`src/hw/rtl/hssq_pkg.sv`:
```
// ----------------------------------------------------------------------------
// hssq_pkg - shared types and constants of the half-step sequencer
// Coil table, event codes, register addresses and the structs that pass
// between the step logic, the result queue and the top level.
// ----------------------------------------------------------------------------
package hssq_pkg;

  localparam int PHASE_W = 3;
  localparam int COUNT_W = 16;
  localparam int LIMIT_W = 16;
  localparam int OVER_W  = 13;
  localparam int COIL_W  = 4;
  localparam int EVENT_W = 2;
  localparam int ADDR_W  = 3;
  localparam int DATA_W  = 32;

  // half-step coil drive table, phase 0 first
  localparam logic [COIL_W-1:0] COIL_TABLE [8] = '{
    4'd2, 4'd6, 4'd4, 4'd5, 4'd1, 4'd9, 4'd8, 4'd10
  };

  localparam logic [LIMIT_W-1:0] TRAVEL_LIMIT_RESET  = 16'd1376;
  localparam logic [OVER_W-1:0]  OVERRUN_STEPS_RESET = 13'd160;

  localparam logic [ADDR_W-1:0] ADDR_TRAVEL_LIMIT  = 3'd0;
  localparam logic [ADDR_W-1:0] ADDR_OVERRUN_STEPS = 3'd4;

  localparam logic [EVENT_W-1:0] EV_NONE        = 2'd0;
  localparam logic [EVENT_W-1:0] EV_TIMEOUT     = 2'd1;
  localparam logic [EVENT_W-1:0] EV_OPEN_DONE   = 2'd2;
  localparam logic [EVENT_W-1:0] EV_CLOSE_DONE  = 2'd3;

  localparam logic KIND_TICK  = 1'b0;
  localparam logic KIND_START = 1'b1;

  localparam logic MOVE_OPEN  = 1'b0;
  localparam logic MOVE_CLOSE = 1'b1;

  localparam logic [1:0] SW_OPEN  = 2'd1;
  localparam logic [1:0] SW_CLOSE = 2'd2;
  localparam logic [1:0] SW_BOTH  = 2'd3;

  typedef struct packed {
    logic [PHASE_W-1:0] phase_index;
    logic [COUNT_W-1:0] step_count;
    logic               move_direction;
    logic               active;
    logic [COIL_W-1:0]  coil_register;
    logic               enable_register;
  } motor_state_t;

  // one result item; the low eight bits form tdata, last goes to tlast
  typedef struct packed {
    logic               last;
    logic               running;
    logic [EVENT_W-1:0] event_code;
    logic               coil_enable;
    logic [COIL_W-1:0]  coil_pattern;
  } result_t;

  typedef struct packed {
    motor_state_t state_next;
    result_t      res0;
    result_t      res1;
    logic         two;
  } step_out_t;

endpackage

```
`src/hw/rtl/hssq_step.sv`:
```
// ----------------------------------------------------------------------------
// hssq_step - next-state and result logic for one input item
// Table lookup, phase advance, step counting and stop decisions.
// ----------------------------------------------------------------------------
module hssq_step #(
  parameter int PHASE_COUNT = 8
) (
  input  hssq_pkg::motor_state_t           cur,
  input  logic                             kind,
  input  logic                             direction,
  input  logic [1:0]                       limit_switches,
  input  logic [hssq_pkg::LIMIT_W-1:0]     travel_limit,
  input  logic [hssq_pkg::OVER_W-1:0]      overrun_steps,
  output hssq_pkg::step_out_t              out
);
  import hssq_pkg::*;

  localparam logic [PHASE_W-1:0] PHASE_LAST = PHASE_W'(PHASE_COUNT - 1);

  logic [PHASE_W-1:0]  phase;
  logic [PHASE_W-1:0]  phase_next;
  logic [COIL_W-1:0]   coil_now;
  logic                sw_hit;
  logic                below;
  logic                timeout;
  logic [COUNT_W-1:0]  base;
  logic [COUNT_W-1:0]  count_inc;
  logic [COUNT_W:0]    bound;
  logic                over_stop;
  logic [EVENT_W-1:0]  fin_code;

  always_comb begin
    // wrap a stale index that lies beyond the table in use
    phase    = (cur.phase_index > PHASE_LAST) ? '0 : cur.phase_index;
    coil_now = COIL_TABLE[phase];
    if (cur.move_direction == MOVE_OPEN) begin
      phase_next = (phase == PHASE_LAST) ? '0 : phase + 1'b1;
    end else begin
      phase_next = (phase == '0) ? PHASE_LAST : phase - 1'b1;
    end
    fin_code = (cur.move_direction == MOVE_OPEN) ? EV_OPEN_DONE : EV_CLOSE_DONE;

    sw_hit = (cur.move_direction == MOVE_OPEN  && limit_switches == SW_OPEN) ||
             (cur.move_direction == MOVE_CLOSE && limit_switches == SW_CLOSE) ||
             (limit_switches == SW_BOTH);
    below   = cur.step_count < travel_limit;
    timeout = cur.step_count == travel_limit;
    // jump past the travel limit so that only the overrun remains
    base      = (below && sw_hit) ? travel_limit + 1'b1 : cur.step_count;
    count_inc = base + 1'b1;
    bound     = {1'b0, travel_limit} + {{(COUNT_W + 1 - OVER_W){1'b0}}, overrun_steps};
    over_stop = {1'b0, count_inc} >= bound;

    out.state_next = cur;
    out.two        = 1'b0;
    out.res1       = '{last: 1'b1, running: 1'b0, event_code: fin_code,
                       coil_enable: 1'b0, coil_pattern: '0};
    out.res0       = '{last: 1'b1, running: 1'b0, event_code: EV_NONE,
                       coil_enable: cur.enable_register,
                       coil_pattern: cur.coil_register};

    if (kind == KIND_START) begin
      out.state_next.step_count      = '0;
      out.state_next.move_direction  = direction;
      out.state_next.enable_register = 1'b1;
      out.state_next.active          = 1'b1;
      out.res0.coil_enable           = 1'b1;
      out.res0.running               = 1'b1;
    end else if (cur.active) begin
      out.state_next.phase_index = phase_next;
      if (timeout) begin
        out.state_next.coil_register   = '0;
        out.state_next.enable_register = 1'b0;
        out.state_next.active          = 1'b0;
        out.res0 = '{last: 1'b0, running: 1'b0, event_code: EV_TIMEOUT,
                     coil_enable: cur.enable_register, coil_pattern: coil_now};
        out.two  = 1'b1;
      end else if (over_stop) begin
        out.state_next.step_count      = count_inc;
        out.state_next.coil_register   = '0;
        out.state_next.enable_register = 1'b0;
        out.state_next.active          = 1'b0;
        out.res0 = out.res1;
      end else begin
        out.state_next.step_count    = count_inc;
        out.state_next.coil_register = coil_now;
        out.res0.coil_pattern        = coil_now;
        out.res0.running             = 1'b1;
      end
    end
  end

endmodule

```
`src/hw/rtl/hssq_out_queue.sv`:
```
// ----------------------------------------------------------------------------
// hssq_out_queue - four-entry result queue
// Takes up to two result items a cycle and hands out one; room stays high
// while at least two entries are free, also while the output side stalls.
// ----------------------------------------------------------------------------
module hssq_out_queue (
  input  logic                clk,
  input  logic                rst,
  input  logic                push,
  input  logic                push_two,
  input  hssq_pkg::result_t   din0,
  input  hssq_pkg::result_t   din1,
  output logic                room,
  output logic                valid,
  input  logic                pop,
  output hssq_pkg::result_t   dout
);
  import hssq_pkg::*;

  result_t    entries [4];
  logic [1:0] wr_ptr;
  logic [1:0] rd_ptr;
  logic [2:0] count;
  logic [2:0] count_next;
  logic [1:0] wr_ptr_b;
  logic       do_pop;
  logic [1:0] n_push;

  always_comb begin
    do_pop     = pop && valid;
    n_push     = push ? (push_two ? 2'd2 : 2'd1) : 2'd0;
    count_next = count + {1'b0, n_push} - {2'b0, do_pop};
    wr_ptr_b   = wr_ptr + 1'b1;
  end

  assign room  = count <= 3'd2;
  assign valid = count != '0;
  assign dout  = entries[rd_ptr];

  always_ff @(posedge clk) begin
    if (rst) begin
      wr_ptr <= '0;
      rd_ptr <= '0;
      count  <= '0;
    end else begin
      wr_ptr <= wr_ptr + n_push;
      rd_ptr <= rd_ptr + {1'b0, do_pop};
      count  <= count_next;
    end
  end

  always_ff @(posedge clk) begin
    if (push) begin
      entries[wr_ptr] <= din0;
      if (push_two) begin
        entries[wr_ptr_b] <= din1;
      end
    end
  end

endmodule

```
`src/hw/rtl/half_step_stepper_sequencer_unit.sv`:
```
// ----------------------------------------------------------------------------
// half_step_stepper_sequencer_unit - half-step sequencer for a two-coil motor
//
//  channel   dir  handshake         payload
//  s_*       in   s_tvalid/tready   s_tuser kind, s_tdata direction, switches
//  m_*       out  m_tvalid/tready   m_tdata coil, enable, event, running; tlast
//  apb       in   psel/penable      travel_limit @0x0, overrun_steps @0x4
//
//  An item's results enter a four-entry queue at the edge that accepts it,
//  and the first can leave on the next cycle.
//  A timeout item yields two results; the queue sets the rate when m_tready
//  stays low, s_tready drops once fewer than two entries are free.
//  Synchronous reset clears motor state and queue pointers and loads the registers with their reset values.
// ----------------------------------------------------------------------------
module half_step_stepper_sequencer_unit #(
  parameter int PHASE_COUNT = 8
) (
  input  logic                          clk,
  input  logic                          rst,
  input  logic                          s_tvalid,
  output logic                          s_tready,
  input  logic [7:0]                    s_tdata,  // [0] direction, [2:1] limit_switches
  input  logic                          s_tuser,  // [0] kind
  output logic                          m_tvalid,
  input  logic                          m_tready,
  output logic [7:0]                    m_tdata,  // [3:0] coil_pattern, [4] coil_enable,
                                                  // [6:5] event_code, [7] running
  output logic                          m_tlast,
  input  logic                          psel,
  input  logic                          penable,
  input  logic                          pwrite,
  input  logic [hssq_pkg::ADDR_W-1:0]   paddr,
  input  logic [hssq_pkg::DATA_W-1:0]   pwdata,
  output logic [hssq_pkg::DATA_W-1:0]   prdata,
  output logic                          pready
);
  import hssq_pkg::*;

  motor_state_t        motor;
  step_out_t           step;
  logic [LIMIT_W-1:0]  travel_limit;
  logic [OVER_W-1:0]   overrun_steps;
  logic                accept;
  logic                cfg_wr;
  result_t             head;

  assign pready = 1'b1;
  assign cfg_wr = psel && penable && pwrite && pready;
  assign accept = s_tvalid && s_tready;

  always_comb begin
    case (paddr)
      ADDR_TRAVEL_LIMIT:  prdata = {{(DATA_W - LIMIT_W){1'b0}}, travel_limit};
      ADDR_OVERRUN_STEPS: prdata = {{(DATA_W - OVER_W){1'b0}}, overrun_steps};
      default:            prdata = '0;
    endcase
  end

  always_ff @(posedge clk) begin
    if (rst) begin
      travel_limit  <= TRAVEL_LIMIT_RESET;
      overrun_steps <= OVERRUN_STEPS_RESET;
    end else if (cfg_wr) begin
      case (paddr)
        ADDR_TRAVEL_LIMIT:  travel_limit  <= pwdata[LIMIT_W-1:0];
        ADDR_OVERRUN_STEPS: overrun_steps <= pwdata[OVER_W-1:0];
        default: ;
      endcase
    end
  end

  hssq_step #(
    .PHASE_COUNT (PHASE_COUNT)
  ) u_step (
    .cur            (motor),
    .kind           (s_tuser),
    .direction      (s_tdata[0]),
    .limit_switches (s_tdata[2:1]),
    .travel_limit   (travel_limit),
    .overrun_steps  (overrun_steps),
    .out            (step)
  );

  // advance motor state on every accepted item
  always_ff @(posedge clk) begin
    if (rst) begin
      motor <= '0;
    end else if (accept) begin
      motor <= step.state_next;
    end
  end

  hssq_out_queue u_queue (
    .clk      (clk),
    .rst      (rst),
    .push     (accept),
    .push_two (step.two),
    .din0     (step.res0),
    .din1     (step.res1),
    .room     (s_tready),
    .valid    (m_tvalid),
    .pop      (m_tready),
    .dout     (head)
  );

  assign m_tdata = {head.running, head.event_code, head.coil_enable, head.coil_pattern};
  assign m_tlast = head.last;

endmodule
```
`config.mk`:
```
export PLATFORM = sky130hd
export DESIGN_NAME = half_step_stepper_sequencer_unit
export DESIGN_NICKNAME = d
export VERILOG_FILES = /design/src/hw/rtl/hssq_pkg.sv /design/src/hw/rtl/hssq_step.sv /design/src/hw/rtl/hssq_out_queue.sv /design/src/hw/rtl/half_step_stepper_sequencer_unit.sv
export SDC_FILE = /design/constraint.sdc
export NUM_CORES = 1
export LEC_CHECK = 0
export BUFFER_PORTS_ARGS = -buffer_cell sky130_fd_sc_hd__clkbuf_2
export CAP_MARGIN = 0
export CORE_MARGIN = 2
export CORE_UTILIZATION = 60
export DETAILED_ROUTE_END_ITERATION = 6
export PLACE_DENSITY_LB_ADDON = 0.15
export SLEW_MARGIN = 20
export SYNTH_ARGS = -nofsm -noshare
export SYNTH_HDL_FRONTEND = slang
export SYNTH_SLANG_ARGS = --single-unit
export TNS_END_PERCENT = 100
```
`constraint.sdc`:
```
create_clock -name clk -period 10.6 [get_ports clk]
set_input_delay 3.18 -clock clk [delete_from_list [all_inputs] [get_ports clk]]
set_output_delay 3.18 -clock clk [all_outputs]
set_load 0.005 [all_outputs]
```
==> results.cfg, run 1 <==
[power_and_ir_drop]
swShare_pct = 31.0
p_int_uw = 706
power_frac_seq_pct = 43.9
power_frac_comb_pct = 21.2
powerDensity_nw_per_um2 = 135
p_leak_nw = 3.20
power_switching_uw = 317
power_frac_clock_pct = 34.9
ir_worst_vdd_uv = 165

[sta]
hold_viol_final = 0
finalClockSkew_ns = 0.00867
hold_ws_ns = 0.456
grt_setup_unrepaired = no
setup_viol = 0
worst_pin_slew_ns = 1.05
fin_crit_sh_pct = 76.6
maxSlewViolCount = 0
max_freq_mhz = 123
fin_tns_setup_ns = 0
max_slew_margin_pct = 30.2
final.min_clock_period_ns = 8.12

[clock_network]
cts_buffers = 9
clock_latency_ns = 0.36
root_buffer = clkbuf_16
tritoncts = done
cts_setup_buffers = 0
cts.reportedPaths.clkPinSlew_ns = 0.07
hold_buffers = 0
clock_sinks = 98
cts_buffer_depth = 2
htreeDepth = 3
cts-resized-gates = 0

[finish]
drive_gt1_share_pct = 11.2
finalNetCount = 1009
nFillCells = 921
multi_input_area_sq_um = 4660
syn2layout_area_growth_pct = 7.46
num_antenna_cells = 0
regArea_sq_um = 2000

[critical_path]
r2r_start = travel_limit[13]$_SDFFE_PP0P_
r2r_slack_ns = 4.07
worst_r2r_path_depth = 23
end_kind = register
crit_required_ns = 10.88
worstSetupStartpointType = input pin
r2r_end = u_queue.entries[1][2]$_SDFFE_PP0P_
worstPathMaxFanout = 21
cp_data_arrival_time_ns = 8.40
critPathKind = input pin to register

[routing]
drt_wl_total_mm = 17.6
first_iter_violations = 594
vias = 6439
drt-wirelength-per-cell_microns = 16.8
drc = 0
via_per_inst = 6.14
first_pass_iters = 5
antenna_left = 0

[min_path]
holdPathStages = 2
holdCritStartpoint = travel_limit[15]$_SDFFE_PP0P_
whs_endpoint = travel_limit[15]$_SDFFE_PP0P_
hp-class = register to register

[global_routing]
antenna_found_initial = 0
grt_usage_pct = 28.3
overflow = 0
grt_pass1_vias = 5904
grt_max_degree = 52
grt_pass1_wl_mm = 29.2

[floorplan]
io_pins = 95
fp-row-count = 39
dieWidth_microns = 113
die_h_microns = 113
coreArea_sq_um = 11500
start_util_pct = 61.7
dieArea_sq_um = 12700

[placed_design]
dp_hpwl_mm = 13.4
gp_congestion = 0.924
io_buffers = 56

[yosys]
syn-cell-area_sq_um = 7080
synthCells = 880
synth_edf_count = 4
synth.avg_cell_area_sq_um = 8.04
seq_area_frac_synth_pct = 28.3
synth_cell_type_count = 74
synth-async-reset-ratio_pct = 0
synth_top_flop_cell = dfxtp_1
ys_warn_count = 0
ys_ff_latch = 98

[outcome]
run_status = completed

[run]
cap_violations = 0
==> synthesized netlist by cell type, drive strengths merged, types with 7 or more instances <==
library cell	count	area (sq um)
buf	30	198
inv	36	135
mux2i	31	310
clkbuf	36	145
or3	7	43.8
a211o	10	87.6
a31oi	20	125
xor2	15	139
a22o	11	96.3
nand4	14	93.8
nor2b	8	50.1
nor2	100	375
nand2	92	345
ha	56	701
a21oi	47	235
dfxtp	94	1880
mux4	9	203
o21a	9	67.6
and3	8	51.3
o21ai	53	265
a21o	7	55.1
and2	8	50.1
nand3	35	180
nor3	20	100
xnor2	40	350
==> area by class of cell <==
type | count | share of cell area [%]
clock buffers | 10 | 3.14
clock inverters | 6 | 1.07
multi-input cells | 695 | 61.3
inverters | 36 | 1.78
flip-flops and latches | 98 | 26.3
well taps | 143 | 2.35
repair buffers | 60 | 4.08
==> how the worst max path moves through the flow <==
stage / from / to / slack [ns]
finish: s_tdata[2] / u_queue.entries[1][2]$_SDFFE_PP0P_ / 2.48
global route: s_tdata[2] / u_queue.entries[0][4]$_SDFFE_PP0P_ / 2.03
CTS: s_tdata[2] / u_queue.entries[1][2]$_SDFFE_PP0P_ / 2.56
detailed placement: s_tdata[2] / u_queue.entries[1][2]$_SDFFE_PP0P_ / 2.19
global placement: s_tdata[2] / u_queue.entries[1][2]$_SDFFE_PP0P_ / 2.28
floorplan: paddr[2] / prdata[0] / 3.18
==> placed cells by master, fill, tap and decap left out, types with 7 or more instances in the layout <==
cell / synthesis / layout
a211o_1: 10 / 10
a21oi_1: 47 / 47
a22o_1: 11 / 11
a31oi_1: 20 / 20
and2_1: 8 / 8
and3_1: 7 / 7
clkbuf_16: 0 / 9
clkbuf_2: 0 / 56
conb_1: 2 / 17
dfxtp_1: 94 / 94
ha_1: 56 / 56
inv_1: 36 / 36
mux2i_1: 31 / 31
mux4_2: 9 / 9
nand2_1: 92 / 92
nand3_1: 34 / 34
nand4_1: 13 / 13
nor2_1: 100 / 100
nor2b_1: 8 / 8
nor3_1: 20 / 19
o21a_1: 9 / 9
o21ai_0: 46 / 46
o21ai_1: 7 / 7
or3_1: 7 / 7
xnor2_1: 40 / 40
xor2_1: 14 / 14
==> kinds of logic after synthesis <==
logic type,count (synthesis),share of synthesized area [%]
xor gates and xnor gates,55,6.91
DFF,98,28.3
and+or+nand+nor,321,21.2
muxes,43,7.72
AOI/OAI and AO/OA,201,18.5
other,2,0.106
buffers and inverters,102,6.75
adders and majority gates,58,10.5
==> registers in the layout, summed over array words and instances, names as in the netlist <==
name	flops
u_queue.rd_ptr	2
overrun_steps	13
u_queue.entries	36
u_queue.wr_ptr	2
u_queue.count	3
motor	26
travel_limit	16
==> metrics by stage <==
| stage | util, % | worst slack (ns) | cell area [sq um] | power, mW | std cells |
|---|---|---|---|---|---|
| final | 66.3 | 2.48 | 7610 | 1.02 | 1048 |
| after global routing | 66.3 | 2.03 | 7610 | 1.07 | 1048 |
| after CTS | 66.3 | 2.56 | 7610 | 1.02 | 1048 |
| after detailed placement | 63.5 | 2.19 | 7290 | 0.672 | 1032 |
| after global placement | 63.5 | 2.28 | 7290 | 0.659 | 1032 |
| after floorplan | - | 3.18 | 7130 | 0.612 | 895 |
==> metal layers <==
metal / vias up / wire length (microns) / track usage (%)
met3: 32 / 1420 / 3.89
li1: 3144 / - / -
met5: - / 0 / 0
met4: 0 / 318 / 9.27
met1: 2989 / 8210 / 41.4
met2: 274 / 7650 / 43.1
==> worst max-delay path, cell delays in order <==
cell and delay [ns]:
clkbuf_2 0.08, mux2i_1 0.09, a211o_1 0.34, or3_1 0.66, o21ai_0 0.43, ha_1 0.48, nand2_1 0.09, a21oi_1 0.16
a41oi_1 0.07, xnor2_1 0.16, o21ai_0 0.35, ha_1 0.32, nand4_1 0.13, nor4_1 0.08, a211oi_1 0.24, o21ai_0 0.12
o2bb2ai_1 0.57, or2_1 0.40, nand3_1 0.23, o21ai_0 0.21
==> power by group through the flow <==
stage	Sequential, mW	Combinational, mW	Clock [mW]
after floorplan	0.435	0.177	0
after global routing	0.455	0.244	0.373
final	0.449	0.217	0.357
after detailed placement	0.456	0.216	0
after CTS	0.449	0.217	0.359
after global placement	0.452	0.206	0
No activity file was read; power rests on OpenSTA's default activity.
==> run 2, diff against run 1 <==
CORE_UTILIZATION = 59   (was 60)
clock period = 8.4 ns   (was 10.6 ns; I/O delays follow)
==> results.cfg, run 2 (synthesis gave the netlist of run 1 again) <==
[outcome]
run_status = completed

[routing]
drt-wirelength-per-cell_microns = 16.9
drt-met1-wl_mm = 8.26
top_layer_used = met4
first_pass_iters = 5
drt_wl_total_mm = 17.8
wl_met3_mm = 1.21
via_per_inst = 6.11
first_iter_violations = 466
vias = 6439
antenna_left = 0
wl_met2_mm = 8.09
drc = 0

[finish]
top_register = u_queue.entries
largestRegisters = u_queue.entries: 36 flops, motor: 26 flops, travel_limit: 16 flops
final_common_cell = nor2_1
drive_gt1_share_pct = 11.4
regArea_sq_um = 2000
largest_reg_flops = 36
finalNetCount = 1011
nFillCells = 1020
most-common-layout-cells = 100 x nor2_1, 94 x dfxtp_1, 92 x nand2_1
syn2layout_area_growth_pct = 7.65
fin_util_pct = 64.2
final_cells = 1054
num_antenna_cells = 0
multi_input_area_sq_um = 4660

[clock_network]
hold_buffers = 0
htreeDepth = 3
cts_setup_buffers = 0
cts_buffer_depth = 2
cts_buffers = 9
root_buffer = clkbuf_16
clock_sinks = 98
clock_latency_ns = 0.36
cts-resized-gates = 0
cts.reportedPaths.clkPinSlew_ns = 0.07
tritoncts = done

[global_routing]
grt_pass1_vias = 5983
grt_usage_pct = 27.9
grt_max_degree = 52
antenna_found_initial = 0
grt_pass1_wl_mm = 29.2
overflow = 0

[placed_design]
gp_congestion = 0.906
io_buffers = 56
dp_hpwl_mm = 13.6
placedCellCount = 1038

[sta]
max_slew_margin_pct = 34.7
maxSlewViolCount = 0
worst_pin_slew_ns = 0.976
final.min_clock_period_ns = 7.35
fin_crit_sh_pct = 87.5
setup_viol = 0
finalClockSkew_ns = 0.0135
grt_setup_unrepaired = no
hold_ws_ns = 0.458
fin_tns_setup_ns = 0
max_freq_mhz = 136
hold_viol_final = 0

[critical_path]
critPathMaxStageDelay_ns = 0.56
worst_r2r_path_depth = 20
cp-endpoint = u_queue.entries[1][4]$_SDFFE_PP0P_
r2r_slack_ns = 2.01
slowest_stage = o2bb2ai_1
worstSetupStartpointType = input pin
r2r_start = travel_limit[13]$_SDFFE_PP0P_
end_kind = register
critPathKind = input pin to register
crit_required_ns = 8.66
cp_data_arrival_time_ns = 7.61
r2r_end = u_queue.entries[1][4]$_SDFFE_PP0P_
worstPathMaxFanout = 10
crit_start = s_tdata[2]
cp_cell_sequence = clkbuf_2, mux2i_1, a211o_1, or3_1, o21ai_0, ha_1, inv_1, nor3b_2, xor2_1, ha_1, a2111o_1, o22ai_1, a21oi_1, o2bb2ai_1, or2_1, o22ai_1, o21ai_0

[floorplan]
coreArea_sq_um = 11900
die_h_microns = 114
io_pins = 95
dieArea_sq_um = 12900
start_util_pct = 59.7
dieWidth_microns = 114
fp-row-count = 40

[min_path]
hp-class = register to register
holdPathStages = 2

[power_and_ir_drop]
finalPower_mw = 1.28
ir_worst_vdd_uv = 198
powerDensity_nw_per_um2 = 168
p_leak_nw = 3.20

[run]
cap_violations = 0
[run 2: area by class of cell]
type                    instances  share of cell area [%]
multi-input cells             695                    61.1
flip-flops and latches         98                    26.3
repair buffers                 62                    4.27
clock buffers                   9                    2.96
well taps                     147                    2.41
inverters                      36                    1.77
clock inverters                 7                    1.17
[run 2: where the power goes]
group / switching [mW] / internal, mW
Clock: 0.200 / 0.237
Sequential: 0.0487 / 0.518
Combinational: 0.149 / 0.128
[run 2: worst min-delay path by stage]
stage                                             from                                 end  slack, ns
floorplan           u_queue.entries[0][6]$_SDFFE_PP1P_  u_queue.entries[0][6]$_SDFFE_PP1P_       0.42
detailed placement       travel_limit[15]$_SDFFE_PP0P_       travel_limit[15]$_SDFFE_PP0P_       0.45
finish                   travel_limit[15]$_SDFFE_PP0P_       travel_limit[15]$_SDFFE_PP0P_       0.46
global placement         travel_limit[15]$_SDFFE_PP0P_       travel_limit[15]$_SDFFE_PP0P_       0.45
CTS                      travel_limit[15]$_SDFFE_PP0P_       travel_limit[15]$_SDFFE_PP0P_       0.46
global route             travel_limit[15]$_SDFFE_PP0P_       travel_limit[15]$_SDFFE_PP0P_       0.49
[run 2: routing by layer]
layer / GRT usage [%] / vias to the layer above
li1: - / 3139
met1: 38.7 / 3029
met2: 45.2 / 246
met3: 4.09 / 25
met4: 8.78 / 0
met5: 0 / -
[run 2: worst max-delay path: cells and delay by family]
kind	cells	cell delay (ns)
compound gates	8	2.33
mux	1	0.09
buf+inv	2	0.28
xor+xnor	1	0.28
fa+ha+maj	2	0.82
simple gates	3	1.28
[run 2: per-stage QoR]
step                instance area [sq um]  setup slack (ns)
global route                         7620             0.751
finish                               7620              1.05
global placement                     7310             0.904
detailed placement                   7310             0.795
floorplan                            7130              1.86
CTS                                  7620              1.11
==> run 3, diff against run 2 <==
CORE_UTILIZATION = 60   (was 59)
GPL_TIMING_DRIVEN = 0   (was unset)
SYNTH_HIERARCHICAL = 1   (was unset)
TNS_END_PERCENT = 10   (was 100)
==> results.cfg, run 3 <==
[outcome]
run_status = completed

[finish]
stdcell_area_sq_um = 8750
drive_gt1_share_pct = 19.0
largest_reg_flops = 36
regArea_sq_um = 2320
final_cells = 1157
final_common_cell = nand2_1
fin_util_pct = 69.1
finalNetCount = 1088
top_register = u_queue/entries
multi_input_area_sq_um = 5060
num_antenna_cells = 0
most-common-layout-cells = 106 x nand2_1, 70 x a21oi_1, 66 x nor2_1
largestRegisters = u_queue/entries: 36 flops, motor: 26 flops, travel_limit: 16 flops
syn2layout_area_growth_pct = 11.7
nFillCells = 1048

[routing]
antenna_left = 0
drt_wl_total_mm = 18.6
drc = 0
first_pass_iters = 5
vias = 6538
via_per_inst = 5.65
drt-wirelength-per-cell_microns = 16.1
first_iter_violations = 448

[yosys]
synth_cell_type_count = 69
synth.avg_cell_area_sq_um = 8.77
synth_most_common_cell = nand2_1
synth_edf_count = 36
ys_top_cells_by_area = dfxtp_1 16%, edfxtp_1 14%, ha_1 8.8%
synthCells = 894
syn-cell-area_sq_um = 7840
seq_area_frac_synth_pct = 29.6
synth-async-reset-ratio_pct = 0
synth_common_cells = 106 x nand2_1, 70 x a21oi_1, 66 x nor2_1, 62 x dfxtp_1, 55 x ha_1
synth_top_area_cell = dfxtp_1
ys_warn_count = 6
synth_top_flop_cell = dfxtp_1
ys_ff_latch = 98
yosysTopAreaCellShare_pct = 15.8

[floorplan]
coreArea_sq_um = 12700
io_pins = 95
dieArea_sq_um = 14000
dieWidth_microns = 118
fp-row-count = 41
start_util_pct = 61.9
die_h_microns = 118

[clock_network]
cts_buffer_depth = 2
hold_buffers = 0
cts_buffers = 9
htreeDepth = 3
cts_setup_buffers = 0
tritoncts = done
clock_sinks = 98
cts-resized-gates = 1
clock_latency_ns = 0.36
root_buffer = clkbuf_16
cts.reportedPaths.clkPinSlew_ns = 0.07

[global_routing]
grt_max_degree = 19
overflow = 0
antenna_found_initial = 0
grt_pass1_wl_mm = 31.0
grt_pass1_vias = 6292
grt_usage_pct = 27.4

[sta]
hold_viol_final = 0
final.min_clock_period_ns = 7.88
setup_viol = 0
grt_setup_unrepaired = no
fin_crit_sh_pct = 93.8
worst_pin_slew_ns = 1.04
max_freq_mhz = 127
maxSlewViolCount = 0
max_slew_margin_pct = 30.1
finalClockSkew_ns = 0.00816

[min_path]
hp-class = register to register
holdCritStartpoint = motor[4]$_SDFFE_PP0P_

[placed_design]
io_buffers = 54
dp_hpwl_mm = 14.2
placedCellCount = 1141
dpl-instance-area_sq_um = 8400
gp_congestion = 0.890

[run]
cap_violations = 0

[critical_path]
worstPathMaxFanout = 10
worstSetupStartpointType = input pin
cp_data_arrival_time_ns = 7.99
crit_required_ns = 8.51
crit_start = s_tdata[2]
critPathKind = input pin to register
end_kind = register
r2r_start = travel_limit[9]$_SDFFE_PP0P_

[power_and_ir_drop]
ir_worst_vdd_uv = 180
p_leak_nw = 3.62
powerDensity_nw_per_um2 = 155
finalPower_mw = 1.36
[run 3: worst max-delay path, stage by stage]
cell and delay, ns:
clkbuf_2 0.07, mux2i_1 0.10, a2111oi_2 0.39, nand3_2 0.36, buf_2 0.29, buf_2 0.21
o21ai_1 0.29, ha_1 0.27, inv_1 0.11, a211oi_1 0.27, nand2_1 0.15, mux2i_4 0.22
mux2i_1 0.23, a31oi_1 0.11, xnor2_1 0.17, o21ai_0 0.30, ha_1 0.25, nor4_2 0.08
a2111oi_2 0.52, a221oi_4 0.17, nor3_4 0.39, nor2_1 0.20, mux2_2 0.31
[run 3: layer usage]
layer / vias up / global-route usage [%] / share of wire (%)
met3: 30 / 4.15 / 6.3
met2: 233 / 43.6 / 45
li1: 3267 / - / -
met1: 3008 / 38.2 / 46
met4: 0 / 8.89 / 1.8
met5: - / 0 / 0
[run 3: stage by stage]
stage               worst slack (ns)  TNS, ns  hold WS (ns)
floorplan                       1.13        0         0.436
global placement              -0.514    -9.49         0.443
detailed placement            -0.565   -10.48         0.454
CTS                            0.143        0         0.467
global route                   0.104        0         0.490
finish                         0.521        0         0.468
[run 3: kinds of logic after synthesis]
logic type               count (synthesis)  synth area share, %
AO/OA/AOI/OAI                          159                 12.4
XOR/XNOR                                50                 5.59
adder cells (fa/ha/maj)                 57                 9.29
buffers and inverters                  107                 7.33
flip-flops                              98                 29.6
multiplexers                            96                 15.0
other                                    4                0.192
AND/OR/NAND/NOR                        323                 20.6
[run 3: path summary, 6_finish.rpt]
| path | to | slack (ns) | cells past startpoint |
|---|---|---|---|
| setup / recovery | u_queue/entries[2][4]$_DFFE_PP_ | 0.52 | 23 |
| setup reg to reg | u_queue/entries[2][4]$_DFFE_PP_ | 1.44 | 25 |
| hold / removal | motor[4]$_SDFFE_PP0P_ | 0.47 | 2 |
| hold reg to reg | motor[4]$_SDFFE_PP0P_ | 0.47 | 2 |
[run 3: final cells by class]
cell class,instances,share of cell area [%]
Timing Repair Buffer,54,3.09
Buffer,69,4.93
Tap cell,172,2.46
Inverter,38,1.63
Clock inverter,7,0.986
Clock buffer,9,2.57
Multi-Input combinational cell,710,57.8
Sequential cell,98,26.5
[run 3: report_power, final]
group / total (mW) / leakage (nW) / switching (mW) / internal, mW
clock: 0.443 / 0.149 / 0.206 / 0.237
sequential: 0.551 / 0.823 / 0.0207 / 0.530
combinational: 0.363 / 2.65 / 0.205 / 0.158
total: 1.36 / 3.62 / 0.432 / 0.925
